## config.mk

```make
export PLATFORM = sky130hd
export DESIGN_NAME = stepper_homing_sequencer
export DESIGN_NICKNAME = d
export VERILOG_FILES = /design/src/shs_pkg.sv /design/src/stepper_homing_sequencer.sv
export SDC_FILE = /design/constraint.sdc
export NUM_CORES = 1
export LEC_CHECK = 0
export BUFFER_PORTS_ARGS = -buffer_cell sky130_fd_sc_hd__buf_2
export CORE_ASPECT_RATIO = 0.5
export CORE_UTILIZATION = 51
export DETAILED_ROUTE_END_ITERATION = 7
export PLACE_DENSITY_LB_ADDON = 0.15
export SYNTH_ARGS = -nofsm -noshare
export SYNTH_HDL_FRONTEND = slang
export SYNTH_SLANG_ARGS = --single-unit
```

## constraint.sdc

```tcl
create_clock -name clk -period 4.65 [get_ports clk]
set_input_delay 0.93 -clock clk [delete_from_list [all_inputs] [get_ports clk]]
set_output_delay 0.93 -clock clk [all_outputs]
set_load 0.05 [all_outputs]
```

## src/shs_pkg.sv

```systemverilog
package shs_pkg;

  // Driver command words for one single step
  localparam logic [15:0] WORD_UP = 16'hC041;
  localparam logic [15:0] WORD_DN = 16'h8041;

  // Register defaults
  localparam logic [11:0] TIMEOUT_RESET = 12'd1600;

  // Dwell values in half-millisecond units
  localparam logic [3:0] WAIT_NONE       = 4'd0;
  localparam logic [3:0] WAIT_SEEK       = 4'd1;
  localparam logic [3:0] WAIT_SEEK_BACK  = 4'd3;
  localparam logic [3:0] WAIT_OVER_FIRST = 4'd4;
  localparam logic [3:0] WAIT_OVER_LAST  = 4'd6;
  localparam logic [3:0] WAIT_FINAL_UP   = 4'd4;
  localparam logic [3:0] WAIT_FINAL_DN   = 4'd8;
  localparam logic [3:0] WAIT_RAMP_SLOW  = 4'd4;
  localparam logic [3:0] WAIT_RAMP_MID   = 4'd2;
  localparam logic [3:0] WAIT_RAMP_FAST  = 4'd1;

  // Final run lengths
  localparam logic [2:0] FINAL_STEPS_UP = 3'd5;
  localparam logic [2:0] FINAL_STEPS_DN = 3'd3;

  // Register map, index = paddr[3:2]
  typedef enum logic [1:0] {
    REG_AIR_MODE      = 2'd0,
    REG_DIR_INVERT    = 2'd1,
    REG_FINAL_MODE    = 2'd2,
    REG_TIMEOUT_LIMIT = 2'd3
  } shs_reg_t;

  typedef enum logic [2:0] {
    PH_IDLE      = 3'd0,
    PH_SEEK_DOWN = 3'd1,
    PH_LEAVE_UP  = 3'd2,
    PH_OVERSHOOT = 3'd3,
    PH_SEEK_BACK = 3'd4,
    PH_FINAL     = 3'd5
  } shs_phase_t;

  typedef struct packed {
    logic start_req;
    logic sensor_covered;
    logic external_error;
  } shs_in_t;

  typedef struct packed {
    logic        step_valid;
    logic        step_up;
    logic [15:0] command_word;
    logic [3:0]  wait_before;
    logic [3:0]  wait_after;
    logic        busy_res;
    logic        done_res;
    logic        timed_out;
    logic        aborted;
    logic        air_lift;
  } shs_out_t;

endpackage

```

## src/stepper_homing_sequencer.sv

```systemverilog
// A result appears in the output register in the cycle after its poll transfer.
// Throughput: one poll per cycle unless a held result is stalled; the phase and counter
// update is a single pass of logic between the accepted poll and the output register.
// Reset (rst_n low, synchronous): phase idle, counters zero, registers at defaults
// (timeout_limit 1600), output register empty.
module stepper_homing_sequencer (
  input  logic                clk,
  input  logic                rst_n,
  input  logic                in_valid,
  output logic                in_stall,
  input  shs_pkg::shs_in_t    in_data,
  output logic                out_valid,
  input  logic                out_stall,
  output shs_pkg::shs_out_t   out_data,
  input  logic                psel,
  input  logic                penable,
  input  logic                pwrite,
  input  logic [3:0]          paddr,
  input  logic [31:0]         pwdata,
  output logic [31:0]         prdata,
  output logic                pready
);

  // Configuration registers
  logic        air_mode_r;
  logic        dir_invert_r;
  logic        final_mode_r;
  logic [11:0] timeout_limit_r;

  // Sequencer state
  shs_pkg::shs_phase_t phase_r, phase_nxt;
  logic [11:0] seek_count_r, seek_count_nxt;
  logic [2:0]  ramp_count_r, ramp_count_nxt;
  logic [2:0]  fixed_count_r, fixed_count_nxt;

  // Output register
  logic              out_valid_r;
  shs_pkg::shs_out_t out_data_r;
  shs_pkg::shs_out_t res_nxt;

  logic              in_xfer;
  logic              cfg_wr;
  shs_pkg::shs_reg_t reg_idx;

  // Per-item step selection
  logic        do_seek;
  logic        do_final;
  logic        do_fixed;
  logic        seek_up;
  logic [3:0]  seek_wa;
  logic [11:0] seek_cur;
  logic [2:0]  fixed_cur;
  logic [2:0]  fixed_total;
  logic        fixed_up;
  logic [3:0]  fixed_wa;
  logic [3:0]  ramp_w;
  logic [2:0]  ramp_inc;

  assign in_stall  = out_valid_r & out_stall;
  assign in_xfer   = in_valid & ~in_stall;
  assign out_valid = out_valid_r;
  assign out_data  = out_data_r;

  // APB register port
  assign pready  = 1'b1;
  assign reg_idx = shs_pkg::shs_reg_t'(paddr[3:2]);
  assign cfg_wr  = psel & penable & pwrite;

  always_comb begin
    unique case (reg_idx)
      shs_pkg::REG_AIR_MODE:      prdata = {31'd0, air_mode_r};
      shs_pkg::REG_DIR_INVERT:    prdata = {31'd0, dir_invert_r};
      shs_pkg::REG_FINAL_MODE:    prdata = {31'd0, final_mode_r};
      shs_pkg::REG_TIMEOUT_LIMIT: prdata = {20'd0, timeout_limit_r};
      default:                    prdata = 32'd0;
    endcase
  end

  always_ff @(posedge clk) begin
    if (!rst_n) begin
      air_mode_r      <= 1'b0;
      dir_invert_r    <= 1'b0;
      final_mode_r    <= 1'b0;
      timeout_limit_r <= shs_pkg::TIMEOUT_RESET;
    end else if (cfg_wr) begin
      unique case (reg_idx)
        shs_pkg::REG_AIR_MODE:      air_mode_r      <= pwdata[0];
        shs_pkg::REG_DIR_INVERT:    dir_invert_r    <= pwdata[0];
        shs_pkg::REG_FINAL_MODE:    final_mode_r    <= pwdata[0];
        shs_pkg::REG_TIMEOUT_LIMIT: timeout_limit_r <= pwdata[11:0];
        default: ;
      endcase
    end
  end

  // Seek dwell ramp: two slow steps, two medium, then fast
  always_comb begin
    if (ramp_count_r < 3'd2) begin
      ramp_w = shs_pkg::WAIT_RAMP_SLOW;
    end else if (ramp_count_r < 3'd4) begin
      ramp_w = shs_pkg::WAIT_RAMP_MID;
    end else begin
      ramp_w = shs_pkg::WAIT_RAMP_FAST;
    end
    ramp_inc = (ramp_count_r < 3'd4) ? ramp_count_r + 3'd1 : ramp_count_r;
  end

  // Phase transition and result for one poll
  always_comb begin
    phase_nxt       = phase_r;
    seek_count_nxt  = seek_count_r;
    ramp_count_nxt  = ramp_count_r;
    fixed_count_nxt = fixed_count_r;
    res_nxt         = '0;
    do_seek         = 1'b0;
    do_final        = 1'b0;
    do_fixed        = 1'b0;
    seek_up         = 1'b0;
    seek_wa         = shs_pkg::WAIT_NONE;
    seek_cur        = seek_count_r;
    fixed_cur       = fixed_count_r;
    fixed_up        = 1'b1;
    fixed_wa        = shs_pkg::WAIT_NONE;
    fixed_total     = final_mode_r ? shs_pkg::FINAL_STEPS_UP : shs_pkg::FINAL_STEPS_DN;

    unique case (phase_r)
      shs_pkg::PH_IDLE: begin
        if (in_data.start_req) begin
          if (air_mode_r) begin
            res_nxt.air_lift = 1'b1;
          end else if (in_data.external_error) begin
            res_nxt.aborted = 1'b1;
          end else begin
            // Start sample doubles as first poll: ramp and count restart
            do_seek        = 1'b1;
            seek_up        = in_data.sensor_covered;
            seek_wa        = shs_pkg::WAIT_RAMP_SLOW;
            seek_cur       = 12'd0;
            seek_count_nxt = 12'd0;
            ramp_count_nxt = 3'd1;
            phase_nxt      = in_data.sensor_covered ? shs_pkg::PH_LEAVE_UP
                                                    : shs_pkg::PH_SEEK_DOWN;
          end
        end
      end
      shs_pkg::PH_SEEK_DOWN: begin
        if (in_data.sensor_covered) begin
          do_final  = 1'b1;
          fixed_cur = 3'd0;
          phase_nxt = shs_pkg::PH_FINAL;
        end else begin
          do_seek        = 1'b1;
          seek_wa        = ramp_w;
          ramp_count_nxt = ramp_inc;
        end
      end
      shs_pkg::PH_LEAVE_UP: begin
        if (in_data.sensor_covered) begin
          do_seek        = 1'b1;
          seek_up        = 1'b1;
          seek_wa        = ramp_w;
          ramp_count_nxt = ramp_inc;
        end else begin
          do_fixed        = 1'b1;
          fixed_wa        = shs_pkg::WAIT_OVER_FIRST;
          fixed_count_nxt = 3'd1;
          phase_nxt       = shs_pkg::PH_OVERSHOOT;
        end
      end
      shs_pkg::PH_OVERSHOOT: begin
        do_fixed        = 1'b1;
        fixed_wa        = shs_pkg::WAIT_OVER_LAST;
        seek_count_nxt  = 12'd0;
        fixed_count_nxt = 3'd0;
        phase_nxt       = shs_pkg::PH_SEEK_BACK;
      end
      shs_pkg::PH_SEEK_BACK: begin
        if (in_data.sensor_covered) begin
          do_final  = 1'b1;
          fixed_cur = 3'd0;
          phase_nxt = shs_pkg::PH_FINAL;
        end else begin
          do_seek = 1'b1;
          seek_wa = shs_pkg::WAIT_SEEK_BACK;
        end
      end
      shs_pkg::PH_FINAL: begin
        do_final = 1'b1;
      end
      default: begin
        phase_nxt = shs_pkg::PH_IDLE;
      end
    endcase

    // Final run step: direction and dwell follow final_mode at each step
    if (do_final) begin
      do_fixed        = 1'b1;
      fixed_up        = final_mode_r;
      fixed_wa        = final_mode_r ? shs_pkg::WAIT_FINAL_UP : shs_pkg::WAIT_FINAL_DN;
      fixed_count_nxt = fixed_cur + 3'd1;
      if (fixed_count_nxt >= fixed_total) begin
        phase_nxt        = shs_pkg::PH_IDLE;
        res_nxt.done_res = 1'b1;
      end
    end

    // Fixed step without dwell before
    if (do_fixed) begin
      res_nxt.step_valid   = 1'b1;
      res_nxt.step_up      = fixed_up;
      res_nxt.command_word = (fixed_up ^ dir_invert_r) ? shs_pkg::WORD_UP
                                                       : shs_pkg::WORD_DN;
      res_nxt.wait_before  = shs_pkg::WAIT_NONE;
      res_nxt.wait_after   = fixed_wa;
    end

    // Seek step: issue, then check error, then timeout
    if (do_seek) begin
      res_nxt.step_valid   = 1'b1;
      res_nxt.step_up      = seek_up;
      res_nxt.command_word = (seek_up ^ dir_invert_r) ? shs_pkg::WORD_UP
                                                      : shs_pkg::WORD_DN;
      res_nxt.wait_before  = shs_pkg::WAIT_SEEK;
      res_nxt.wait_after   = seek_wa;
      if (in_data.external_error) begin
        res_nxt.aborted = 1'b1;
        phase_nxt       = shs_pkg::PH_IDLE;
      end else if (seek_cur >= timeout_limit_r) begin
        res_nxt.timed_out = 1'b1;
        phase_nxt         = shs_pkg::PH_IDLE;
      end else begin
        seek_count_nxt = seek_cur + 12'd1;
      end
    end

    res_nxt.busy_res = (phase_nxt != shs_pkg::PH_IDLE);
  end

  // Advance state on each poll transfer
  always_ff @(posedge clk) begin
    if (!rst_n) begin
      phase_r       <= shs_pkg::PH_IDLE;
      seek_count_r  <= 12'd0;
      ramp_count_r  <= 3'd0;
      fixed_count_r <= 3'd0;
    end else if (in_xfer) begin
      phase_r       <= phase_nxt;
      seek_count_r  <= seek_count_nxt;
      ramp_count_r  <= ramp_count_nxt;
      fixed_count_r <= fixed_count_nxt;
    end
  end

  // Output register: load on poll transfer, drop once taken
  always_ff @(posedge clk) begin
    if (!rst_n) begin
      out_valid_r <= 1'b0;
    end else if (in_xfer) begin
      out_valid_r <= 1'b1;
    end else if (!out_stall) begin
      out_valid_r <= 1'b0;
    end
  end

  always_ff @(posedge clk) begin
    if (in_xfer) begin
      out_data_r <= res_nxt;
    end
  end

endmodule

```

# == Word-level counts from Yosys, hierarchy flattened ==
# Cells that the tools add are included.
# word_totals
regBits,68
output_inout_bits,66
wordCells,139
# classes
n_addsub,3
n_lt_le_gt_ge,4
eq_ne,15
muxes,76
bitwise_logic,8
reduce_logical,14
# op_table
operator,count
$pmux 32 s4,1
$mux 12,7
$mux 3,26
$mux 15,2
$mux 26,1
$mux 25,1
$pmux 12 s2,1
$mux 1,19
$mux 4,4
$pmux 4 s4,1
$pmux 3 s5,1
$add 12x1->12 const B,1
$ge 12x12->1,1
$pmux 3 s2,2
$mux 2,5
$ne 2x2->1 const B,5
$reduce_and 2->1,5
$pmux 3 s3,1
$reduce_bool 3->1,3
$reduce_and 7->1,1
$add 3x1->3 const B,2
$eq 3x2->1 const B,2
$eq 3x3->1 const B,2
$pmux 1 s2,3
other kinds (16),23

# == Depth between registers and ports, before layout ==
# depth
depth_word,11
ltp_mapped,13
ltp_nobuf,11

# == Worst setup path after synthesis ==
# No wires, ideal clock.
# synth_path
path_type,input port to flip-flop
start,input port in_data[0] (netlist bit)
end,"register out_data_r (netlist bit out_data[4]), data pin"
arrival_time_ns,3.404
path_slack_ns,1.092
path_stages,11
cell_sequence,nor3b_2 nand2_1 clkbuf_1 and2_1 ha_1 a21oi_1 o21ai_0 a2111oi_0 nor2_1 a211oi_1 a21boi_0
# synth_lines
element,line_no,rtl
"start, declared",stepper_homing_sequencer.sv:11,"input shs_pkg::shs_in_t in_data,"
"end signal, assigned",stepper_homing_sequencer.sv:267,out_data_r <= res_nxt;
"end, declared",stepper_homing_sequencer.sv:38,shs_pkg::shs_out_t out_data_r;

==> impl_metrics.env <==
export IMPL_outcome="finished clean"
export IMPL_drtIter0Drc=194
export IMPL_yosysWarnings=0
export IMPL_cts_sinks=50
export IMPL_path_max_fanout=7
export IMPL_pwr_share_comb_pct=21.4
export IMPL_cp_end_kind="register"
export IMPL_start_util_pct=54.4
export IMPL_synth_most_common_cell="nand2_1"
export IMPL_fillers=557
export IMPL_fp_coreArea_mm2=0.00623
export IMPL_syn_cell_area_mm2=0.00339
export IMPL_grt_first_pass_wirelength_um=11800
export IMPL_io_buffers=53
export IMPL_dp_cells=532
export IMPL_slowest_delay_ns=0.57
export IMPL_finalNonFillerCells=540
export IMPL_setup_worst_path_start_class="input port"
export IMPL_gr_usage_all_layers_pct=22.1
export IMPL_die_y_um=59.6
export IMPL_hold_viol=0
export IMPL_crit_family="compound AO/OA/AOI/OAI gates"
export IMPL_crit_buf_inv=1
export IMPL_cts_root_buf="clkbuf_16"
export IMPL_wirelength_um=7300
export IMPL_synthTopCellsByCount="43 x nand2_1, 39 x buf_4, 37 x dfxtp_1"
export IMPL_cts_buffers=5
export IMPL_p_clk_share_pct=34.1
export IMPL_drv_cap=0
export IMPL_synthDistinctLibCells=65
export IMPL_synth_area_per_cell_um2=8.26
export IMPL_hpwl_um=5410
export IMPL_drive_gt1_share_pct=18.4
export IMPL_ys_ff_latch=50
export IMPL_max_vdd_ir_drop_mv=0.143
export IMPL_p_sw_share_pct=32.7
export IMPL_fin_skew_ns=0.0113
export IMPL_grt_overflow_total=0
export IMPL_p_leak_nw=1.67
export IMPL_crit_type="input port to register"
export IMPL_detail_route_wl_per_cell_um=13.5
export IMPL_avgViaCountPerCell=5.43
export IMPL_htree_num_levels=2
export IMPL_hold_slack_ns=0.471
export IMPL_maxSlewHeadroom_pct=42.9
export IMPL_worstSkewPairLatency_ns=0.29
export IMPL_max_slew_worst_pin_slew_ns=0.855
export IMPL_via_count=2932
export IMPL_post_route_drc_count=0
export IMPL_dr_pass1_iters=4
export IMPL_finalCritPeriodShare_pct=79.2
export IMPL_drtAntennaViolNets=0
export IMPL_power_switching_uw=342
export IMPL_ios=112
export IMPL_synth_ff_type="dfxtp_1"
export IMPL_synth_cells=410
export IMPL_slew_violations=0
export IMPL_yosys_area_top_type_share_pct=21.9
export IMPL_grt_max_degree=26
export IMPL_cts_tree="done"
export IMPL_clock_path_buffers=2
export IMPL_post_cts_buffers=0
export IMPL_die_w_um=117
export IMPL_synthArstFlopShare_pct=0
export IMPL_grt_pass1_vias=2528
export IMPL_finalCriticalPeriod_ns=3.68
export IMPL_pwr_share_seq_pct=44.5
export IMPL_row_count=20
export IMPL_arrival_ns=3.82
export IMPL_path_cells="buf_2 > nor3b_2 > nand2_1 > and2_1 > ha_1 > a21oi_1 > o21ai_0 > a2111oi_0 > nor2_1 > a211oi_1 > a21boi_0"
export IMPL_slowest_stage="a2111oi_0"
export IMPL_gp_congestion=0.857
export IMPL_holdBufCountCts=0
export IMPL_hold_class="register to register"
export IMPL_diodes=0
export IMPL_area_growth_pct=8.83
export IMPL_required_ns=4.78
export IMPL_antenna_found_initial=0
export IMPL_ys_seq_area_share_pct=33.4
export IMPL_synth_edff_count=13
export IMPL_rsz0062_at_grt="no"
export IMPL_setup_viol=0
export IMPL_cts_resized=0
export IMPL_fmax_mhz=271
export IMPL_intPower_uw=704
export IMPL_yosys_area_top_type="dfxtp_1"
export IMPL_setup_tns_final_ns=0
export IMPL_clkSlewWorstSetupHoldPaths_ns=0.07
export IMPL_fin_nets=514
export IMPL_dieArea_mm2=0.00699
export IMPL_power_density_mw_per_mm2=284
export IMPL_synthTopCellsByArea="dfxtp_1 22%, edfxtp_1 12%, buf_4 8.6%, ha_1 6.3%, nand2_1 4.8%"
-- layout make-up --
cell class                      instances  area [um^2]  share of cell area, %
Multi-Input combinational cell        309         1900                   51.5
Sequential cell                        50         1130                   30.7
Timing Repair Buffer                   59          310                   8.42
Clock buffer                            6          129                   3.50
Tap cell                               88          110                   2.99
Inverter                               26         97.6                   2.65
Clock inverter                          2         10.0                  0.272
-- through the flow --
stage                     utilization (%)  cell area (um^2)  worst slack, ns  power, mW
final                                59.2              3690            0.967       1.05
after global routing                 59.2              3690            0.764       1.09
after CTS                            59.2              3690             1.00       1.05
after detailed placement             56.9              3550            0.719      0.697
after global placement               56.9              3550            0.745      0.695
after floorplan                         -              3510             1.09      0.683
-- power by group through the flow --
| stage | logic, mW | registers (mW) | clock network [mW] |
|---|---|---|---|
| 6_report | 0.224 | 0.465 | 0.356 |
| 5_1_grt | 0.238 | 0.467 | 0.381 |
| 4_1_cts | 0.222 | 0.466 | 0.362 |
| 3_5_place_dp | 0.221 | 0.475 | 0 |
| 3_3_place_gp | 0.219 | 0.475 | 0 |
| 2_1_floorplan | 0.179 | 0.504 | 0 |
-- cells by family after synthesis --
kind of cell / Yosys count / synth area share (%)
compound gates: 96 / 19.8
flops: 50 / 33.4
xor+xnor: 6 / 1.55
other cells: 2 / 0.222
simple gates: 146 / 21.7
fa+ha+maj: 17 / 6.28
buf+inv: 85 / 14.3
mux: 8 / 2.77
-- routing by layer --
| layer | wire length, um | global-route usage [%] | share of wire (%) | vias up |
|---|---|---|---|---|
| met5 | 0 | 0 | 0 | - |
| met4 | 53 | 4.88 | 0.73 | 0 |
| met3 | 416 | 4.29 | 5.7 | 5 |
| met2 | 3220 | 36.2 | 44 | 115 |
| met1 | 3610 | 30.4 | 49 | 1367 |
| li1 | - | - | - | 1445 |
-- sequential cells by signal (all words and copies together) (netlist names) --
signal	cells
out_data	13
seek_count_r	12
timeout_limit_r	12
fixed_count_r	3
phase_r	3
ramp_count_r	3
air_mode_r	1
dir_invert_r	1
final_mode_r	1
out_valid	1
-- final timing paths --
kind | start | endpoint | slack, ns | depth (start not counted)
max | in_data[0] | out_data[4] | 0.97 | 11
min | seek_count_r[11] | seek_count_r[11] | 0.47 | 1
max reg2reg | air_mode_r | out_data[4] | 1.36 | 10
min reg2reg | seek_count_r[11] | seek_count_r[11] | 0.47 | 1
-- cells in the final DEF (no fill, tap or decap), drive strengths merged, types with 13 or more instances in the layout --
cell type,synthesis,routed
buf,48,59
nand2,44,44
dfxtp,37,37
conb,2,36
nor2,32,32
a21oi,31,31
inv,26,26
o21ai,19,19
ha,17,17
and3,15,15
nand3,14,14
and2,13,13
edfxtp,13,13
No activity file was read; power rests on OpenSTA's default activity.
